--- config.mk ---
export PLATFORM = sky130hd
export DESIGN_NAME = midi_track_event_parser
export DESIGN_NICKNAME = d
export VERILOG_FILES = /design/src/mtep_pkg.sv /design/src/mtep_core.sv /design/src/midi_track_event_parser.sv
export SDC_FILE = /design/constraint.sdc
export NUM_CORES = 1
export LEC_CHECK = 0
export BUFFER_PORTS_ARGS = -buffer_cell sky130_fd_sc_hd__buf_4
export CORE_UTILIZATION = 55
export DETAILED_ROUTE_END_ITERATION = 6
export GPL_ROUTABILITY_DRIVEN = 0
export GPL_TIMING_DRIVEN = 0
export HOLD_SLACK_MARGIN = 0.1
export PLACE_DENSITY = 0.84
export SLEW_MARGIN = 20
export SYNTH_ARGS = -nofsm -noshare
export SYNTH_HDL_FRONTEND = slang
export SYNTH_SLANG_ARGS = --single-unit
--- constraint.sdc ---
create_clock -name clk -period 12.9 [get_ports clk]
set_input_delay 2.58 -clock clk [delete_from_list [all_inputs] [get_ports clk]]
set_output_delay 2.58 -clock clk [all_outputs]
set_load 0.02 [all_outputs]
--- src/mtep_pkg.sv ---
// ----------------------------------------------------------------------------
// mtep_pkg
// Types and constants shared by the track event parser modules.
// ----------------------------------------------------------------------------
package mtep_pkg;

  localparam int unsigned VLQ_W  = 28;
  localparam int unsigned HEAD_W = 32;

  localparam logic [7:0] STATUS_BIT  = 8'h80;
  localparam logic [7:0] DATA_MASK   = 8'h7F;
  localparam logic [7:0] SYS_BASE    = 8'hF0;
  localparam logic [7:0] SYSEX_START = 8'hF0;
  localparam logic [7:0] SYSEX_CONT  = 8'hF7;
  localparam logic [7:0] META_STATUS = 8'hFF;
  localparam logic [3:0] TOP_PROGRAM = 4'hC;
  localparam logic [3:0] TOP_CHPRESS = 4'hD;
  localparam logic [3:0] TOP_NOTEOFF = 4'h8;

  typedef enum logic [3:0] {
    KIND_NOTEOFF   = 4'd0,
    KIND_NOTEON    = 4'd1,
    KIND_POLYPRESS = 4'd2,
    KIND_CONTROL   = 4'd3,
    KIND_PROGRAM   = 4'd4,
    KIND_CHANPRESS = 4'd5,
    KIND_BEND      = 4'd6,
    KIND_META      = 4'd7,
    KIND_SYSEX     = 4'd8,
    KIND_BAD       = 4'd9
  } kind_t;

  typedef enum logic [8:0] {
    PH_DELTA  = 9'b000000001,
    PH_STATUS = 9'b000000010,
    PH_DATA1  = 9'b000000100,
    PH_DATA2  = 9'b000001000,
    PH_MTYPE  = 9'b000010000,
    PH_MLEN   = 9'b000100000,
    PH_MBODY  = 9'b001000000,
    PH_SLEN   = 9'b010000000,
    PH_SBODY  = 9'b100000000
  } phase_t;

  typedef struct packed {
    logic [7:0] data_byte;
    logic       track_start;
  } mtep_in_t;

  typedef struct packed {
    logic [3:0]        kind;
    logic [3:0]        channel;
    logic [6:0]        first_data;
    logic [6:0]        second_data;
    logic [6:0]        meta_kind;
    logic [VLQ_W-1:0]  body_length;
    logic [HEAD_W-1:0] meta_head;
    logic [VLQ_W-1:0]  delta_ticks;
  } mtep_out_t;

endpackage

--- src/mtep_core.sv ---
// ----------------------------------------------------------------------------
// mtep_core
// Parser state and the per-byte update; flags a record when an event ends.
// ----------------------------------------------------------------------------
module mtep_core import mtep_pkg::*; (
  input  logic      clk,
  input  logic      rst_n,
  input  logic      fire,
  input  mtep_in_t  item,
  output logic      res_valid,
  output mtep_out_t res
);

  phase_t            phase_r, phase_nxt, ph_e;
  logic [7:0]        rs_r, rs_nxt, rs_e;
  logic [VLQ_W-1:0]  delta_r, delta_nxt, delta_e;
  logic [6:0]        hfd_r, hfd_nxt, hfd_e;
  logic [6:0]        hmk_r, hmk_nxt, hmk_e;
  logic [VLQ_W-1:0]  len_r, len_nxt, len_e;
  logic [VLQ_W-1:0]  left_r, left_nxt, left_e;
  logic [HEAD_W-1:0] head_r, head_nxt, head_e;

  logic [7:0]       b;
  logic             is_status;
  logic [VLQ_W-1:0] len_shift;
  logic [VLQ_W-1:0] left_dec;
  logic [VLQ_W-1:0] taken;
  logic [3:0]       rs_top;

  assign b         = item.data_byte;
  assign is_status = (b & STATUS_BIT) != 8'h00;
  assign len_shift = {len_e[VLQ_W-8:0], b[6:0]};
  assign left_dec  = left_e - VLQ_W'(1);
  assign taken     = len_e - left_e;
  assign rs_top    = rs_e[7:4];

  always_comb begin
    ph_e    = item.track_start ? PH_DELTA : phase_r;
    rs_e    = item.track_start ? 8'h00 : rs_r;
    delta_e = item.track_start ? '0 : delta_r;
    hfd_e   = item.track_start ? '0 : hfd_r;
    hmk_e   = item.track_start ? '0 : hmk_r;
    len_e   = item.track_start ? '0 : len_r;
    left_e  = item.track_start ? '0 : left_r;
    head_e  = item.track_start ? '0 : head_r;
  end

  always_comb begin
    phase_nxt = ph_e;
    rs_nxt    = rs_e;
    delta_nxt = delta_e;
    hfd_nxt   = hfd_e;
    hmk_nxt   = hmk_e;
    len_nxt   = len_e;
    left_nxt  = left_e;
    head_nxt  = head_e;
    res_valid = 1'b0;
    res       = '0;
    res.delta_ticks = delta_e;

    unique case (ph_e)
      PH_STATUS: begin
        if (is_status) begin
          if (b < SYS_BASE) begin
            rs_nxt    = b;
            phase_nxt = PH_DATA1;
          end else begin
            rs_nxt = 8'h00;
            if (b == META_STATUS) begin
              phase_nxt = PH_MTYPE;
            end else if (b == SYSEX_START || b == SYSEX_CONT) begin
              len_nxt   = '0;
              phase_nxt = PH_SLEN;
            end else begin
              res_valid      = 1'b1;
              res.kind       = KIND_BAD;
              res.first_data = b[6:0];
            end
          end
        end else if (rs_e == 8'h00) begin
          res_valid      = 1'b1;
          res.kind       = KIND_BAD;
          res.first_data = b[6:0];
        end else if (rs_top == TOP_PROGRAM || rs_top == TOP_CHPRESS) begin
          res_valid      = 1'b1;
          res.kind       = rs_top - TOP_NOTEOFF;
          res.channel    = rs_e[3:0];
          res.first_data = b[6:0];
        end else begin
          hfd_nxt   = b[6:0];
          phase_nxt = PH_DATA2;
        end
      end
      PH_DATA1: begin
        if (is_status) begin
          res_valid      = 1'b1;
          res.kind       = KIND_BAD;
          res.first_data = b[6:0];
        end else if (rs_top == TOP_PROGRAM || rs_top == TOP_CHPRESS) begin
          res_valid      = 1'b1;
          res.kind       = rs_top - TOP_NOTEOFF;
          res.channel    = rs_e[3:0];
          res.first_data = b[6:0];
        end else begin
          hfd_nxt   = b[6:0];
          phase_nxt = PH_DATA2;
        end
      end
      PH_DATA2: begin
        res_valid = 1'b1;
        if (is_status) begin
          res.kind       = KIND_BAD;
          res.first_data = b[6:0];
        end else begin
          res.kind        = rs_top - TOP_NOTEOFF;
          res.channel     = rs_e[3:0];
          res.first_data  = hfd_e;
          res.second_data = b[6:0];
        end
      end
      PH_MTYPE: begin
        if (is_status) begin
          res_valid      = 1'b1;
          res.kind       = KIND_BAD;
          res.first_data = b[6:0];
        end else begin
          hmk_nxt   = b[6:0];
          len_nxt   = '0;
          phase_nxt = PH_MLEN;
        end
      end
      PH_MLEN, PH_SLEN: begin
        len_nxt = len_shift;
        if (!is_status) begin
          left_nxt = len_shift;
          head_nxt = '0;
          if (len_shift == '0) begin
            res_valid = 1'b1;
            if (ph_e == PH_MLEN) begin
              res.kind      = KIND_META;
              res.meta_kind = hmk_e;
            end else begin
              res.kind = KIND_SYSEX;
            end
          end else begin
            phase_nxt = (ph_e == PH_MLEN) ? PH_MBODY : PH_SBODY;
          end
        end
      end
      PH_MBODY, PH_SBODY: begin
        if (ph_e == PH_MBODY && taken < VLQ_W'(4)) begin
          head_nxt = {head_e[HEAD_W-9:0], b};
        end
        left_nxt = left_dec;
        if (left_dec == '0) begin
          res_valid       = 1'b1;
          res.body_length = len_e;
          if (ph_e == PH_MBODY) begin
            res.kind      = KIND_META;
            res.meta_kind = hmk_e;
            res.meta_head = head_nxt;
          end else begin
            res.kind = KIND_SYSEX;
          end
        end
      end
      default: begin
        delta_nxt = {delta_e[VLQ_W-8:0], b[6:0]};
        phase_nxt = is_status ? PH_DELTA : PH_STATUS;
      end
    endcase

    if (res_valid) begin
      phase_nxt = PH_DELTA;
      delta_nxt = '0;
      hfd_nxt   = '0;
      hmk_nxt   = '0;
      len_nxt   = '0;
      left_nxt  = '0;
      head_nxt  = '0;
    end
  end

  always_ff @(posedge clk) begin
    if (!rst_n) begin
      phase_r <= PH_DELTA;
      rs_r    <= 8'h00;
      delta_r <= '0;
      hfd_r   <= '0;
      hmk_r   <= '0;
      len_r   <= '0;
      left_r  <= '0;
      head_r  <= '0;
    end else if (fire) begin
      phase_r <= phase_nxt;
      rs_r    <= rs_nxt;
      delta_r <= delta_nxt;
      hfd_r   <= hfd_nxt;
      hmk_r   <= hmk_nxt;
      len_r   <= len_nxt;
      left_r  <= left_nxt;
      head_r  <= head_nxt;
    end
  end

endmodule

--- src/midi_track_event_parser.sv ---
// ----------------------------------------------------------------------------
// midi_track_event_parser
// Track-chunk byte stream in, one event record out per completed event.
//
//   port group   dir  payload      handshake
//   in_*         in   mtep_in_t    in_valid / in_stall
//   out_*        out  mtep_out_t   out_valid / out_stall
//
// One byte per cycle sustained while no output stall holds the input
// register. The parser update is combinational logic between the input
// register and the output register, which holds each completed record.
// Reset clears the parser state; running status is empty after reset.
// An output stall holds the input register only when the output register
// is full and the input register carries a byte that completes an event.
// ----------------------------------------------------------------------------
module midi_track_event_parser import mtep_pkg::*; (
  input  logic      clk,
  input  logic      rst_n,
  input  logic      in_valid,
  output logic      in_stall,
  input  mtep_in_t  in_data,
  output logic      out_valid,
  input  logic      out_stall,
  output mtep_out_t out_data
);

  logic      ib_valid_r, ib_valid_nxt;
  mtep_in_t  ib_data_r;
  logic      out_valid_r, out_valid_nxt;
  mtep_out_t out_data_r;
  logic      advance;
  logic      res_valid;
  mtep_out_t res;
  logic      in_take;

  mtep_core u_core (
    .clk       (clk),
    .rst_n     (rst_n),
    .fire      (advance),
    .item      (ib_data_r),
    .res_valid (res_valid),
    .res       (res)
  );

  assign advance  = ib_valid_r && (!res_valid || !out_valid_r || !out_stall);
  assign in_stall = ib_valid_r && !advance;
  assign in_take  = in_valid && !in_stall;

  always_comb begin
    ib_valid_nxt = ib_valid_r;
    if (in_take) begin
      ib_valid_nxt = 1'b1;
    end else if (advance) begin
      ib_valid_nxt = 1'b0;
    end
    out_valid_nxt = out_valid_r;
    if (advance && res_valid) begin
      out_valid_nxt = 1'b1;
    end else if (!out_stall) begin
      out_valid_nxt = 1'b0;
    end
  end

  always_ff @(posedge clk) begin
    if (!rst_n) begin
      ib_valid_r  <= 1'b0;
      out_valid_r <= 1'b0;
    end else begin
      ib_valid_r  <= ib_valid_nxt;
      out_valid_r <= out_valid_nxt;
    end
  end

  always_ff @(posedge clk) begin
    if (in_take) begin
      ib_data_r <= in_data;
    end
    if (advance && res_valid) begin
      out_data_r <= res;
    end
  end

  assign out_valid = out_valid_r;
  assign out_data  = out_data_r;

  a_stall_needs_full_out: assert property (@(posedge clk) disable iff (!rst_n)
    in_stall |-> (out_valid_r && out_stall && res_valid))
    else $error("input stalled without a blocked record");

  a_record_lands: assert property (@(posedge clk) disable iff (!rst_n)
    (advance && res_valid) |=> (out_valid_r && out_data_r == $past(res)))
    else $error("completed event not captured");

  a_empty_no_stall: assert property (@(posedge clk) disable iff (!rst_n)
    !ib_valid_r |-> !in_stall)
    else $error("stall with empty input register");

  a_kind_range: assert property (@(posedge clk) disable iff (!rst_n)
    out_valid_r |-> (out_data_r.kind <= KIND_BAD))
    else $error("record kind out of range");

endmodule
==> flow_metrics.tcl <==
set metrics [dict create \
    wirelength_um 48300 \
    vias 14500 \
    ys_top_cells_by_area "edfxtp_1, dfxtp_1, nor2b_1" \
    maxSlewHeadroom_pct 23.1 \
    synth_area_leader_cell "edfxtp_1" \
    rsz0062_at_grt "no" \
    critPathRequiredTime_ns 10.32 \
    ys_top_cells_by_count "nand2_1, dfxtp_1, nor2_1, edfxtp_1, nor2b_1" \
    synth_area_um2 15000 \
    cts-hold-fix-buffers 0 \
    synth_simple_gate_area_share_pct 22.5 \
    synth.avg_cell_area_um2 9.12 \
    post-dp-hpwl_um 34000 \
    vdd_drop_max_mv 0.0788 \
    avgRoutedWirePerCell_um 22.2 \
    drive_gt1_share_pct 13.2 \
    overflow 0 \
    h-tree-depth 1 \
    num_antenna_cells 0 \
    cts.sinks 275 \
    synthAdderAreaFrac_pct 1.82 \
    critPathCaptureType "primary output" \
    synth_edf_count 126 \
    utilization_pct 64.9 \
    cp_data_arrival_time_ns 6.94 \
    slew_violations 0 \
    violations "design-rule violations" \
    fmax_ghz 0.105 \
    cts_resized 0 \
    io_pins 132 \
    start_util_pct 55.9 \
    synthMuxAreaShare_pct 3.36 \
    synth_compound_area_share_pct 20.4 \
    min_path_type "reg2reg" \
    coreArea_um2 26900 \
    maxCapViolations 0 \
    cts_tree "built" \
    first_pass_iters 7 \
    syn_nets 1681 \
    status "finished, violations left" \
    leakagePower_nw 6.77 \
    tns_ns 0 \
    postCtsSetupBuffers 0 \
    min_period_ns 9.52 \
    synth_top_family_by_area "simple AND/OR/NAND/NOR gates" \
    clockRootBuffer "clkbuf_16" \
    dieArea_um2 28000 \
    ys.flop_type "dfxtp_1" \
    yosysWarnings 0 \
    grt_pass1_vias 13600 \
    critPathKind "reg2out" \
    yosysMostFrequentCell "nand2_1" \
    port_buffers 131 \
    powerDensity_nw_per_um2 103 \
    synth_top_area_share_pct 25.2 \
    grt_usage_pct 33.6 \
    syn_inst 1647 \
    synthXorXnorAreaFrac_pct 1.92 \
    worst_pin_slew_ns 1.14 \
    async_flop_share_pct 0 \
    antenna_found_initial 2 \
    finalSetupViolations 0 \
    cts_buffers 28 \
    synth_seq_area_share_pct 45.0 \
    cp_max_fo 10 \
    die_w_um 167 \
    cts_buffer_depth 3 \
    fin_crit_sh_pct 73.8 \
    clock_latency_ns 0.57 \
    syn2layout_area_growth_pct 16.1 \
    grt_pass1_wl_um 74300 \
    placementRows 60 \
    ys_ff_latch 275 \
    ys_types 84 \
    drc 4 \
    nFillCells 2138 \
    start_kind "register" \
    clk_pin_slew_ns 0.07 \
    via_per_inst 6.65 \
    first_iter_violations 2242 \
    finalHoldViolCount 0 \
    fin_nets 1846 \
    skew_ns 0.0209 \
    grt_max_degree 32 \
    ff2ff_setup_slack_ns 5.15 \
    die-height_um 167 \
    ant_nets 0 \
]
==> cell families after synthesis <==
kind of cell | after synthesis
buf+inv | 175
mux | 49
flops | 275
fa+ha+maj | 22
xor+xnor | 33
compound gates | 437
simple gates | 656
==> state kept, by name, indices dropped and copies added, names as in the netlist <==
signal / cells
out_data: 117
u_core.head_r: 32
u_core.delta_r: 28
u_core.left_r: 28
u_core.len_r: 28
ib_data_r: 9
u_core.phase_r: 9
u_core.rs_r: 8
u_core.hfd_r: 7
u_core.hmk_r: 7
ib_valid_r: 1
out_valid: 1
==> critical path, stage by stage, from the launching register on <==
cell and delay (ns):
edfxtp_1 0.52, buf_2 0.32, buf_2 0.34, clkbuf_1 0.49, buf_1 0.54, nor2b_1 0.16, inv_1 0.09, ha_1 0.32
or4b_1 0.59, or4_1 0.46, xnor2_1 0.18, or4_1 0.41, a2111oi_0 0.44, nand4_1 0.28, or2_1 0.28, buf_2 0.19
nand2_1 0.15, nand2_1 0.08, nor2_1 0.29, buf_4 0.21
==> layout make-up <==
class                      instances  area, µm²  share of cell area (%)
inverter                          45        169                   0.968
multi-input combinational       1197       7520                    43.1
clock buffer                      36        761                    4.36
buffer                           130        579                    3.32
tap                              341        427                    2.45
timing repair buffer             135       1080                    6.18
sequential                       275       6770                    38.8
clock inverter                    16        140                   0.803
==> per-stage QoR <==
stage / cell area [µm²] / hold WS (ns) / setup WS, ns / std cells / total power, mW
floorplan: 15000 / 0.424 / 3.20 / 1647 / 0.983
global placement: 16400 / 0.434 / 0.390 / 2119 / 1.02
detailed placement: 16500 / 0.436 / 4.31 / 2123 / 1.02
CTS: 17400 / 0.446 / 3.68 / 2175 / 1.79
global route: 17400 / 0.474 / 3.27 / 2175 / 1.83
finish: 17400 / 0.450 / 3.38 / 2175 / 1.80
==> cells in the final DEF (no fill, tap or decap), types with 8 or more instances in the layout <==
cell type,n
nand2b_1,13
nor2_1,140
buf_4,138
a21oi_1,73
ha_1,21
or4_1,8
nand4_1,22
nand2_1,164
dfxtp_1,149
nor3_1,37
nor4_1,27
and3_1,18
and2_1,24
mux2i_1,38
mux2_2,9
edfxtp_1,126
buf_1,9
xnor2_1,23
nand3b_1,11
nor3b_1,10
a2bb2oi_1,13
a31oi_1,10
nand3_1,31
a21o_1,8
clkbuf_1,90
o21a_1,8
a22o_1,71
or3_1,14
o21ai_1,23
o21ai_0,53
a211oi_1,9
buf_2,24
clkbuf_16,28
o22ai_1,23
nor2b_1,108
o211ai_1,9
inv_1,44
a21boi_1,9
a22oi_1,59
xor2_1,10
==> metal layers <==
metal | vias to the layer above | share of wire (%) | GRT usage, %
li1 | 6386 | - | -
met1 | 6706 | 37 | 42.1
met2 | 1106 | 44 | 53.4
met3 | 266 | 12 | 8.30
met4 | 2 | 6.4 | 18.4
met5 | - | 0.019 | 0
==> worst paths after layout <==
path	startpoint	endpoint	cells after the start
hold reg to reg	u_core.delta_r[27]	u_core.delta_r[27]	2
setup reg to reg	ib_data_r[0]	out_data[36]	19
setup / recovery	ib_data_r[0]	in_stall	19
hold / removal	u_core.delta_r[27]	u_core.delta_r[27]	2
==> power breakdown <==
part | switching (mW) | internal (mW)
Sequential | 0.00378 | 0.909
Combinational | 0.0671 | 0.0230
Clock | 0.354 | 0.441
Total | 0.425 | 1.37
Power figures use the tool's default switching activity.
